`src/hdl/vzc_pkg.sv`:
```
package vzc_pkg;

    localparam int unsigned VALUE_W    = 64;
    localparam int unsigned NARROW_W   = 32;
    localparam int unsigned BYTE_W     = 8;
    localparam int unsigned GROUP_W    = 7;
    localparam int unsigned COUNT_W    = 4;
    localparam int unsigned S_TDATA_W  = 72;
    localparam int unsigned S_TUSER_W  = 3;
    localparam int unsigned M_TDATA_W  = 72;
    localparam int unsigned M_TUSER_W  = 2;

    localparam logic [COUNT_W-1:0] NARROW_MAX_BYTES = 4'd5;
    localparam logic [COUNT_W-1:0] WIDE_MAX_BYTES   = 4'd10;

    localparam logic [BYTE_W-1:0] CONT_BIT   = 8'h80;
    localparam logic [BYTE_W-1:0] GROUP_MASK = 8'h7f;

    // Operation codes carried in the lowest tuser bit of an input item.
    localparam logic CMD_ENCODE = 1'b0;
    localparam logic CMD_DECODE = 1'b1;

    // Controller to datapath commands.
    typedef struct packed {
        logic enc_load;   // capture and zigzag-map a value for encoding
        logic enc_emit;   // push the next encoded byte to the output register
        logic dec_step;   // fold one byte into the accumulator
        logic dec_emit;   // push the decoded value to the output register
    } vzc_cmd_t;

    // Datapath to controller status.
    typedef struct packed {
        logic out_free;   // output register can take an item this cycle
        logic enc_final;  // the remaining value fits in one byte
        logic dec_done;   // the byte at the input completes a value
    } vzc_status_t;

endpackage

```
`src/hdl/varint_zigzag_codec.sv`:
```
// Decode: one byte per cycle while s_tready is high; a completed value is registered onto m_*.
// Encode: the value item is captured in the encode shift register, then one byte per cycle
//   leaves it while the output is free; no new item is taken before the final byte is emitted.
// One output register: a new result enters as the waiting one leaves; m_tready low stalls all.
// Reset (aresetn low, synchronous) clears the decode accumulator and byte count, empties the
//   output register and returns the controller to idle.
module varint_zigzag_codec (
    input  logic                          aclk,
    input  logic                          aresetn,
    input  logic                          s_tvalid,
    output logic                          s_tready,
    input  logic [vzc_pkg::S_TDATA_W-1:0] s_tdata,   // value_in[63:0], byte_in[71:64]
    input  logic [vzc_pkg::S_TUSER_W-1:0] s_tuser,   // cmd[0], wide[1], signed_zigzag[2]
    output logic                          m_tvalid,
    input  logic                          m_tready,
    output logic [vzc_pkg::M_TDATA_W-1:0] m_tdata,   // byte_out[7:0], value_out[71:8]
    output logic [vzc_pkg::M_TUSER_W-1:0] m_tuser,   // byte_valid[0], value_valid[1]
    output logic                          m_tlast    // last byte of an encoding, or a value
);
    import vzc_pkg::*;

    vzc_cmd_t    cmd;
    vzc_status_t status;

    // Controller: sequences item acceptance and the byte-by-byte encode drain.
    vzc_ctrl u_ctrl (
        .aclk     (aclk),
        .aresetn  (aresetn),
        .s_tvalid (s_tvalid),
        .in_cmd   (s_tuser[0]),
        .s_tready (s_tready),
        .status   (status),
        .cmd      (cmd)
    );

    // Datapath: zigzag mapping, encode shift register, decode accumulator
    // and the output register.
    vzc_datapath u_datapath (
        .aclk     (aclk),
        .aresetn  (aresetn),
        .s_tdata  (s_tdata),
        .s_tuser  (s_tuser),
        .cmd      (cmd),
        .status   (status),
        .m_tvalid (m_tvalid),
        .m_tready (m_tready),
        .m_tdata  (m_tdata),
        .m_tuser  (m_tuser),
        .m_tlast  (m_tlast)
    );

endmodule

```
`src/hdl/vzc_ctrl.sv`:
```
module vzc_ctrl (
    input  logic                aclk,
    input  logic                aresetn,
    input  logic                s_tvalid,
    input  logic                in_cmd,
    output logic                s_tready,
    input  vzc_pkg::vzc_status_t status,
    output vzc_pkg::vzc_cmd_t   cmd
);
    import vzc_pkg::*;

    typedef enum logic [0:0] {
        ST_IDLE,
        ST_ENCODE
    } state_t;

    state_t state_reg;
    state_t state_next;
    logic   accept;

    assign s_tready = (state_reg == ST_IDLE) && status.out_free;
    assign accept   = s_tvalid && s_tready;

    always_comb begin
        cmd          = '0;
        state_next   = state_reg;
        case (state_reg)
            ST_IDLE: begin
                if (accept) begin
                    if (in_cmd == CMD_DECODE) begin
                        cmd.dec_step = 1'b1;
                        cmd.dec_emit = status.dec_done;
                    end else begin
                        cmd.enc_load = 1'b1;
                        state_next   = ST_ENCODE;
                    end
                end
            end
            ST_ENCODE: begin
                // Emit one byte per free output slot; return on the final byte.
                if (status.out_free) begin
                    cmd.enc_emit = 1'b1;
                    if (status.enc_final) begin
                        state_next = ST_IDLE;
                    end
                end
            end
            default: begin
                state_next = ST_IDLE;
            end
        endcase
    end

    always_ff @(posedge aclk) begin
        if (!aresetn) begin
            state_reg <= ST_IDLE;
        end else begin
            state_reg <= state_next;
        end
    end

endmodule

```
`src/hdl/vzc_datapath.sv`:
```
module vzc_datapath (
    input  logic                               aclk,
    input  logic                               aresetn,
    input  logic [vzc_pkg::S_TDATA_W-1:0]      s_tdata,
    input  logic [vzc_pkg::S_TUSER_W-1:0]      s_tuser,
    input  vzc_pkg::vzc_cmd_t                  cmd,
    output vzc_pkg::vzc_status_t               status,
    output logic                               m_tvalid,
    input  logic                               m_tready,
    output logic [vzc_pkg::M_TDATA_W-1:0]      m_tdata,
    output logic [vzc_pkg::M_TUSER_W-1:0]      m_tuser,
    output logic                               m_tlast
);
    import vzc_pkg::*;

    logic                 in_wide;
    logic                 in_zz;
    logic [VALUE_W-1:0]   in_value;
    logic [BYTE_W-1:0]    in_byte;
    logic [VALUE_W-1:0]   width_mask;

    logic [VALUE_W-1:0]   enc_shift_reg;
    logic [VALUE_W-1:0]   enc_shift_next;
    logic [VALUE_W-1:0]   enc_masked;
    logic                 enc_top;
    logic [VALUE_W-1:0]   enc_mapped;

    logic [VALUE_W-1:0]   dec_accum_reg;
    logic [VALUE_W-1:0]   dec_accum_next;
    logic [COUNT_W-1:0]   dec_count_reg;
    logic [COUNT_W-1:0]   dec_count_next;
    logic [COUNT_W-1:0]   dec_count_inc;
    logic [COUNT_W-1:0]   dec_limit;
    logic [5:0]           dec_shamt;
    logic [VALUE_W-1:0]   dec_group;
    logic [VALUE_W-1:0]   dec_sum;
    logic [VALUE_W-1:0]   dec_trunc;
    logic [VALUE_W-1:0]   dec_value;

    logic                 out_valid_reg;
    logic                 out_valid_next;
    logic [BYTE_W-1:0]    out_byte_reg;
    logic [BYTE_W-1:0]    out_byte_next;
    logic [VALUE_W-1:0]   out_value_reg;
    logic [VALUE_W-1:0]   out_value_next;
    logic [M_TUSER_W-1:0] out_user_reg;
    logic [M_TUSER_W-1:0] out_user_next;
    logic                 out_last_reg;
    logic                 out_last_next;

    assign in_value = s_tdata[VALUE_W-1:0];
    assign in_byte  = s_tdata[VALUE_W +: BYTE_W];
    assign in_wide  = s_tuser[1];
    assign in_zz    = s_tuser[2];

    assign width_mask = in_wide ? {VALUE_W{1'b1}} : {{(VALUE_W-NARROW_W){1'b0}}, {NARROW_W{1'b1}}};

    // Encode: truncate, then zigzag-map when signed.
    assign enc_masked = in_value & width_mask;
    assign enc_top    = in_wide ? enc_masked[VALUE_W-1] : enc_masked[NARROW_W-1];
    assign enc_mapped = in_zz ? (((enc_masked << 1) ^ {VALUE_W{enc_top}}) & width_mask)
                              : enc_masked;

    assign status.enc_final = (enc_shift_reg[VALUE_W-1:GROUP_W] == '0);

    // Decode: group offset is 7 * count, count never exceeds 9.
    // 8 * count - count, taken modulo 64, covers counts 8 and 9 as well.
    assign dec_shamt     = {dec_count_reg[2:0], 3'b000} - {2'b00, dec_count_reg};
    assign dec_group     = {{(VALUE_W-GROUP_W){1'b0}}, in_byte[GROUP_W-1:0]} << dec_shamt;
    assign dec_sum       = dec_accum_reg | dec_group;
    assign dec_count_inc = dec_count_reg + 4'd1;
    assign dec_limit     = in_wide ? WIDE_MAX_BYTES : NARROW_MAX_BYTES;
    assign status.dec_done = ((in_byte & CONT_BIT) == '0) || (dec_count_inc >= dec_limit);

    assign dec_trunc = dec_sum & width_mask;
    assign dec_value = in_zz ? (((dec_trunc >> 1) ^ {VALUE_W{dec_trunc[0]}}) & width_mask)
                             : dec_trunc;

    assign status.out_free = !out_valid_reg || m_tready;

    always_comb begin
        enc_shift_next = enc_shift_reg;
        dec_accum_next = dec_accum_reg;
        dec_count_next = dec_count_reg;
        out_valid_next = out_valid_reg && !m_tready;
        out_byte_next  = out_byte_reg;
        out_value_next = out_value_reg;
        out_user_next  = out_user_reg;
        out_last_next  = out_last_reg;

        if (cmd.enc_load) begin
            enc_shift_next = enc_mapped;
        end
        if (cmd.enc_emit) begin
            enc_shift_next = enc_shift_reg >> GROUP_W;
            out_valid_next = 1'b1;
            out_byte_next  = {!status.enc_final, enc_shift_reg[GROUP_W-1:0]};
            out_value_next = '0;
            out_user_next  = 2'b01;
            out_last_next  = status.enc_final;
        end
        if (cmd.dec_step) begin
            if (status.dec_done) begin
                dec_accum_next = '0;
                dec_count_next = '0;
            end else begin
                dec_accum_next = dec_sum;
                dec_count_next = dec_count_inc;
            end
        end
        if (cmd.dec_emit) begin
            out_valid_next = 1'b1;
            out_byte_next  = '0;
            out_value_next = dec_value;
            out_user_next  = 2'b10;
            out_last_next  = 1'b1;
        end
    end

    always_ff @(posedge aclk) begin
        if (!aresetn) begin
            out_valid_reg <= 1'b0;
            dec_accum_reg <= '0;
            dec_count_reg <= '0;
        end else begin
            out_valid_reg <= out_valid_next;
            dec_accum_reg <= dec_accum_next;
            dec_count_reg <= dec_count_next;
        end
        enc_shift_reg <= enc_shift_next;
        out_byte_reg  <= out_byte_next;
        out_value_reg <= out_value_next;
        out_user_reg  <= out_user_next;
        out_last_reg  <= out_last_next;
    end

    assign m_tvalid = out_valid_reg;
    assign m_tdata  = {out_value_reg, out_byte_reg};
    assign m_tuser  = out_user_reg;
    assign m_tlast  = out_last_reg;

endmodule

```
`config.mk`:
```
export PLATFORM = sky130hd
export DESIGN_NAME = varint_zigzag_codec
export DESIGN_NICKNAME = d
export VERILOG_FILES = /design/src/hdl/vzc_pkg.sv /design/src/hdl/varint_zigzag_codec.sv /design/src/hdl/vzc_ctrl.sv /design/src/hdl/vzc_datapath.sv
export SDC_FILE = /design/constraint.sdc
export NUM_CORES = 1
export LEC_CHECK = 0
export ABC_AREA = 1
export BUFFER_PORTS_ARGS = -buffer_cell sky130_fd_sc_hd__buf_4
export CAP_MARGIN = 5
export CORE_ASPECT_RATIO = 0.75
export CORE_MARGIN = 3
export CORE_UTILIZATION = 50
export DETAILED_ROUTE_END_ITERATION = 10
export PLACE_DENSITY = 0.71
export REMOVE_ABC_BUFFERS = 1
export SYNTH_ARGS = -nofsm -noshare
export SYNTH_HDL_FRONTEND = slang
export SYNTH_SLANG_ARGS = --single-unit
```
`constraint.sdc`:
```
create_clock -name aclk -period 8.56 [get_ports aclk]
set_input_delay 1.284 -clock aclk [delete_from_list [all_inputs] [get_ports aclk]]
set_output_delay 1.284 -clock aclk [all_outputs]
set_load 0.01 [all_outputs]
```
======== After elaboration in Yosys (flattened, before gate mapping) ========
Cells that the tools add are included.
storage, ports and cells
  bits in registers ....................... 209
  bits of input ports ..................... 79
  logic and storage cells ................. 58
  output and inout bits ................... 77
operators by class
  bitwise logic cells ..................... 8
  magnitude comparators ................... 1
  reduce and logical (&&, ||, !) cells .... 12
  shift-type cells ........................ 1
  multiplexer cells ....................... 24
  add/subtract/negate cells ............... 2
operators with widths
  kind                                          number
  2-to-1 mux 64 bit                             6
  bitwise AND 64 bit                            4
  2-to-1 mux 57 bit                             2
  bitwise OR 64 bit                             1
  << shifter 7 x 6 -> 64 bit                    1
  XOR 63 x 64 -> 64 bit                         1
  XOR 64 bit                                    1
  logical NOT 57 bit                            1
  2-to-1 mux 1 bit                              10
  logical NOT 8 bit                             1
  2-to-1 mux 4 bit                              2
  2-to-1 mux 2 bit                              3
  subtractor 6 x 4 -> 6 bit                     1
  adder 4 x 1 -> 4 bit (second input constant)  1
  >= comparator 4 bit                           1
  nonzero test 2 bit                            2
  logical AND 1 bit                             3
  logical NOT 1 bit                             3
  logical OR 1 bit                              2
  case mux 1 bit (2 select lines)               1
  inverter 1 bit                                1

======== Longest topological paths before layout ========
  word-level depth ........................ 8
  mapped depth ............................ 19
  mapped depth without buffers ............ 16

======== Hierarchy ========
Synthesis repeated with hierarchy kept, for this count alone.
unflattened totals
  cells, all modules ...................... 1656
  area total of the unflattened synthesis .. 12338.1 sq um
by module, submodules not included
  module        instances  cells each  sequential area each (sq um)  area each (sq um)
  vzc_datapath  1          1639        5375.2                        12251.8
  vzc_ctrl      1          17          20.0                          86.3

======== Worst setup path before layout ========
OpenSTA, ideal clock, no wires.
  path type ............................... input to register
  start point ............................. input port m_tready
  end point ............................... register u_datapath.out_value_reg[0] (enable)
  library setup time ...................... 424 ps
  cell stages on the path ................. 7
  data required time ...................... 8136 ps
  buffers on the path ..................... 1
  setup slack ............................. 4461 ps
  data arrival time ....................... 3675 ps
  cells stage by stage .................... inv_1 a21oi_1 nand2_1 nor2_2 nand2_1 buf_2 nand2_1
on the way
  longest elaborated chain between the ends .. 6
  elaborated cells on any way between the ends .. 8
  classes of those cells .................. mux (4); reduce/logical (4)
RTL lines
  element                       RTL line                   RTL
  from (decl)                   varint_zigzag_codec.sv:15  input logic m_tready,
  logical OR 1 bit              vzc_datapath.sv:79         assign status.out_free = !out_valid_reg || m_tready;
  logical AND 1 bit             vzc_ctrl.sv:21             assign s_tready = (state_reg == ST_IDLE) && status.out_free;
  named net s_tready            varint_zigzag_codec.sv:11  output logic s_tready,
  logical AND 1 bit             vzc_ctrl.sv:22             assign accept = s_tvalid && s_tready;
  2-to-1 mux 2 bit              vzc_ctrl.sv:29             if (accept) begin
  2-to-1 mux 2 bit              vzc_ctrl.sv:27             case (state_reg)
  nonzero test 2 bit (no line)  -
  to (signal assigned)          vzc_datapath.sv:132        out_value_reg <= out_value_next;
  to (decl)                     vzc_datapath.sv:44         logic [VALUE_W-1:0] out_value_reg;
The timed path passes the listed nets, and every way through them passes these cells.
A chain may end at the register's enable or synchronous reset.

======== Worst setup path in the final report ========
  start point ............................. register u_datapath.dec_count_reg[0]
  end point ............................... register u_datapath.dec_accum_reg[28]
on the way
  longest elaborated chain between the ends .. 4
  elaborated cells on any way between the ends .. 7
  classes of those cells .................. add/sub (2); order compare (1); shift (1); mux (1); bitwise (1); reduce/logical (1)
RTL lines
  element                                                                   RTL line                                RTL
  from (decl)                                                               vzc_datapath.sv:30                      logic [COUNT_W-1:0] dec_count_reg;
  from (signal assigned)                                                    vzc_datapath.sv:128                     dec_count_reg <= dec_count_next;
  subtractor 6 x 4 -> 6 bit / adder 4 x 1 -> 4 bit (equally long branches)  vzc_datapath.sv:68, vzc_datapath.sv:71
  << shifter 7 x 6 -> 64 bit / >= comparator 4 bit (equally long branches)  vzc_datapath.sv:69, vzc_datapath.sv:73
  bitwise OR 64 bit / logical OR 1 bit (equally long branches)              vzc_datapath.sv:70, vzc_datapath.sv:73
  2-to-1 mux 64 bit (*)                                                     vzc_datapath.sv:103                     if (status.dec_done) begin
  to (signal assigned)                                                      vzc_datapath.sv:127                     dec_accum_reg <= dec_accum_next;
  to (decl)                                                                 vzc_datapath.sv:28                      logic [VALUE_W-1:0] dec_accum_reg;
Mark *: on every way between the ends. The rest lies on a longest branch, timed or not.

==> impl_metrics.toml <==
[status]
status = "complete, no violations"

[worst_hold_path]
min_from = "u_datapath.enc_shift_reg[4]"
hp-class = "flop to flop"
min_to = "u_datapath.out_byte_reg[4]"
holdPathStages = 2

[timing]
fin_ws_ns = 4.054
fin_crit_sh_pct = 52.64
setup_viol = 0
fin_skew_ns = 0.01337
min_period_ns = 4.506
hold_violations = 0
relSlewSlack_pct = 19.37
finalSetupTns_ns = 0
max_freq_mhz = 221.9
worstMarginPinSlew_ns = 1.208
rsz0062_at_grt = "false"
drv_slew = 0

[global_routing]
use_met1_pct = 38.09
overflow = 0
grt_util_met2_pct = 37.16
gr-usage-met3_pct = 3.789
gr-max-usage-layer = "met1"
grt_max_degree = 80
first_global_vias = 10060
grt_pass1_wl_um = 52540
antenna_found_initial = 0
grt_use_total_pct = 25.07

[yosys]
syn_area_um2 = 11930
yosys.area.top_type = "edfxtp_1"
synthCells = 1597
synth_top_area_share_pct = 30.47
synth_area_leaders = "edfxtp_1, dfxtp_1, nand2_1, nand3_1, a21oi_1"
yosysWarnings = 0
syn_area_per_cell_um2 = 7.467
synth_seq_cells = 209
ys_seq_area_share_pct = 45.24
ys_types = 35

[setup_path]
cp_num_buf_inv = 2
cp.required_ns = 8.96
cp_max_fo = 47
critPathTopFamily = "simple AND/OR/NAND/NOR gates"
reg2reg_slack_ns = 4.05
crit_arrival_ns = 4.90
cp_slowest_cell = "nand2_2"
endpoint_kind = "flop"
crit_type = "flop to flop"
worstSetupStartpointType = "flop"
cp_cell_sequence = "inv_2 -> ha_1 -> ha_1 -> a21oi_1 -> o2111ai_1 -> nand2_2 -> buf_4 -> nand2_2 -> a211oi_1"
worstReg2RegEnd = "u_datapath.dec_accum_reg[28]"
crit_path_max_incr_delay_ns = 0.75
r2r_start = "u_datapath.dec_count_reg[0]"
ff2ff_path_depth = 9

[finish]
fin_cells = 1993
syn2layout_area_growth_pct = 15.43
fin_nets = 1764
design_area_um2 = 13770
final_cell_mix = "nand2_1, nand3_1, inv_1"
final_common_cell = "nand2_1"
num_antenna_cells = 0
layout-drive-gt1-share_pct = 13.53

[power]
internal_power_uw = 1966
seq_power_share_pct = 41.3
pwr-share-comb_pct = 26.5
powerDensity_nw_per_um2 = 215.0
pwr-share-clk_pct = 32.2
peakVddDrop_mv = 0.1321
swShare_pct = 33.59
power_leakage_uw = 0.006011
p_sw_uw = 994.2
p_total_uw = 2960

[route]
num_vias = 11240
drtIter0Drc = 1322
drtPass1Iterations = 5
drt_wl_total_um = 33270
final_antenna_net_count = 0
avgRoutedWirePerCell_um = 16.69
drc = 0
vias_per_cell = 5.637

[cts]
clockBufferDepth = 3
cts_setup_buffers = 0
ctsHoldBuffers = 0
clock_latency_ns = 0.51
cts-root-buf = "clkbuf_16"
clk_pin_slew_worst_paths_ns = 0.07
cts_tree = "built"
h-tree-depth = 1
cts_sinks = 209
cts-resized-gates = 0
numCtsBuffers = 22

[placed_design]
pre_cts_slack_ns = 3.813
hpwl_um = 21390
dpl_cell_area_um2 = 13050
placed_cells = 1953
place_congestion = 0.8948
io_buffers = 155

[floorplanning]
die_h_um = 139.7
io_pins = 156
dieArea_um2 = 25760
rows = 48
core_um2 = 23240
die-width_um = 184.3
start_util_pct = 51.31

[flow_run]
max_cap_viol_count = 0
how the worst max path moves through the flow:
stage	from	to	slack, ns	cells after the start
final	u_datapath.dec_count_reg[0]	u_datapath.dec_accum_reg[28]	4.05	9
after global routing	u_datapath.dec_count_reg[0]	u_datapath.dec_accum_reg[5]	3.82	9
after CTS	u_datapath.dec_count_reg[0]	u_datapath.dec_accum_reg[28]	4.11	9
after detailed placement	m_tready	u_datapath.out_value_reg[23]	3.81	12
after global placement	m_tready	u_datapath.out_value_reg[4]	3.98	12
after floorplan	m_tready	u_datapath.out_value_reg[0]	3.33	6
power by group through the flow:
| stage | Combinational, uW | Clock [uW] | Sequential, uW |
|---|---|---|---|
| after global placement | 760 | 0 | 1240 |
| after CTS | 775 | 959 | 1220 |
| after detailed placement | 771 | 0 | 1240 |
| final | 785 | 953 | 1220 |
| after floorplan | 469 | 0 | 1250 |
| after global routing | 875 | 1010 | 1230 |
cells by family (layout without fill, tap and decap cells):
logic type	Yosys count	after routing	synth area share, %
and+or+nand+nor	728	728	26.63
adders and majority gates	7	7	0.7344
xor gates and xnor gates	34	34	2.497
DFF	209	209	45.24
AOI/OAI and AO/OA	317	317	14.55
buffers and inverters	302	398	10.35
layer usage:
layer	part of all wire, %	vias up
li1	-	5531
met1	46	5148
met2	43	491
met3	8.1	65
met4	2.9	0
met5	0	-
tightest hold or removal path, cell delays in order, from the launching register on:
cell and delay [ns]:
edfxtp_1 0.32, nand2_1 0.05, nand2_1 0.05
cell type report:
type,count,area (um2)
Fill cell,2138,9477
Sequential cell,209,5395
Multi-Input combinational cell,1086,5321
Timing Repair Buffer,163,1236
Inverter,196,738.2
Clock buffer,29,598.1
Tap cell,300,375.4
Clock inverter,10,101.3
cell usage after synthesis, drive strengths merged:
cell type	n
inv	193
o2111ai	2
clkinv	3
edfxtp	121
ha	7
dfxtp	88
a21oi	135
o2111a	3
nand2	401
o211ai	1
a211oi	33
a31oi	25
o21a	1
buf	54
clkbuf	52
nor4	12
o21ai	117
nand3	192
nor3	3
xnor2	2
nor2	72
xor2	32
nand4	48
stage by stage:
stage / utilization (%) / hold slack [ns]
after floorplan: - / 0.4194
after global placement: 56.13 / 0.4253
after detailed placement: 56.13 / 0.4278
after CTS: 59.14 / 0.4422
after global routing: 59.23 / 0.4729
final: 59.23 / 0.4412
(Power assumes the default switching activity.)
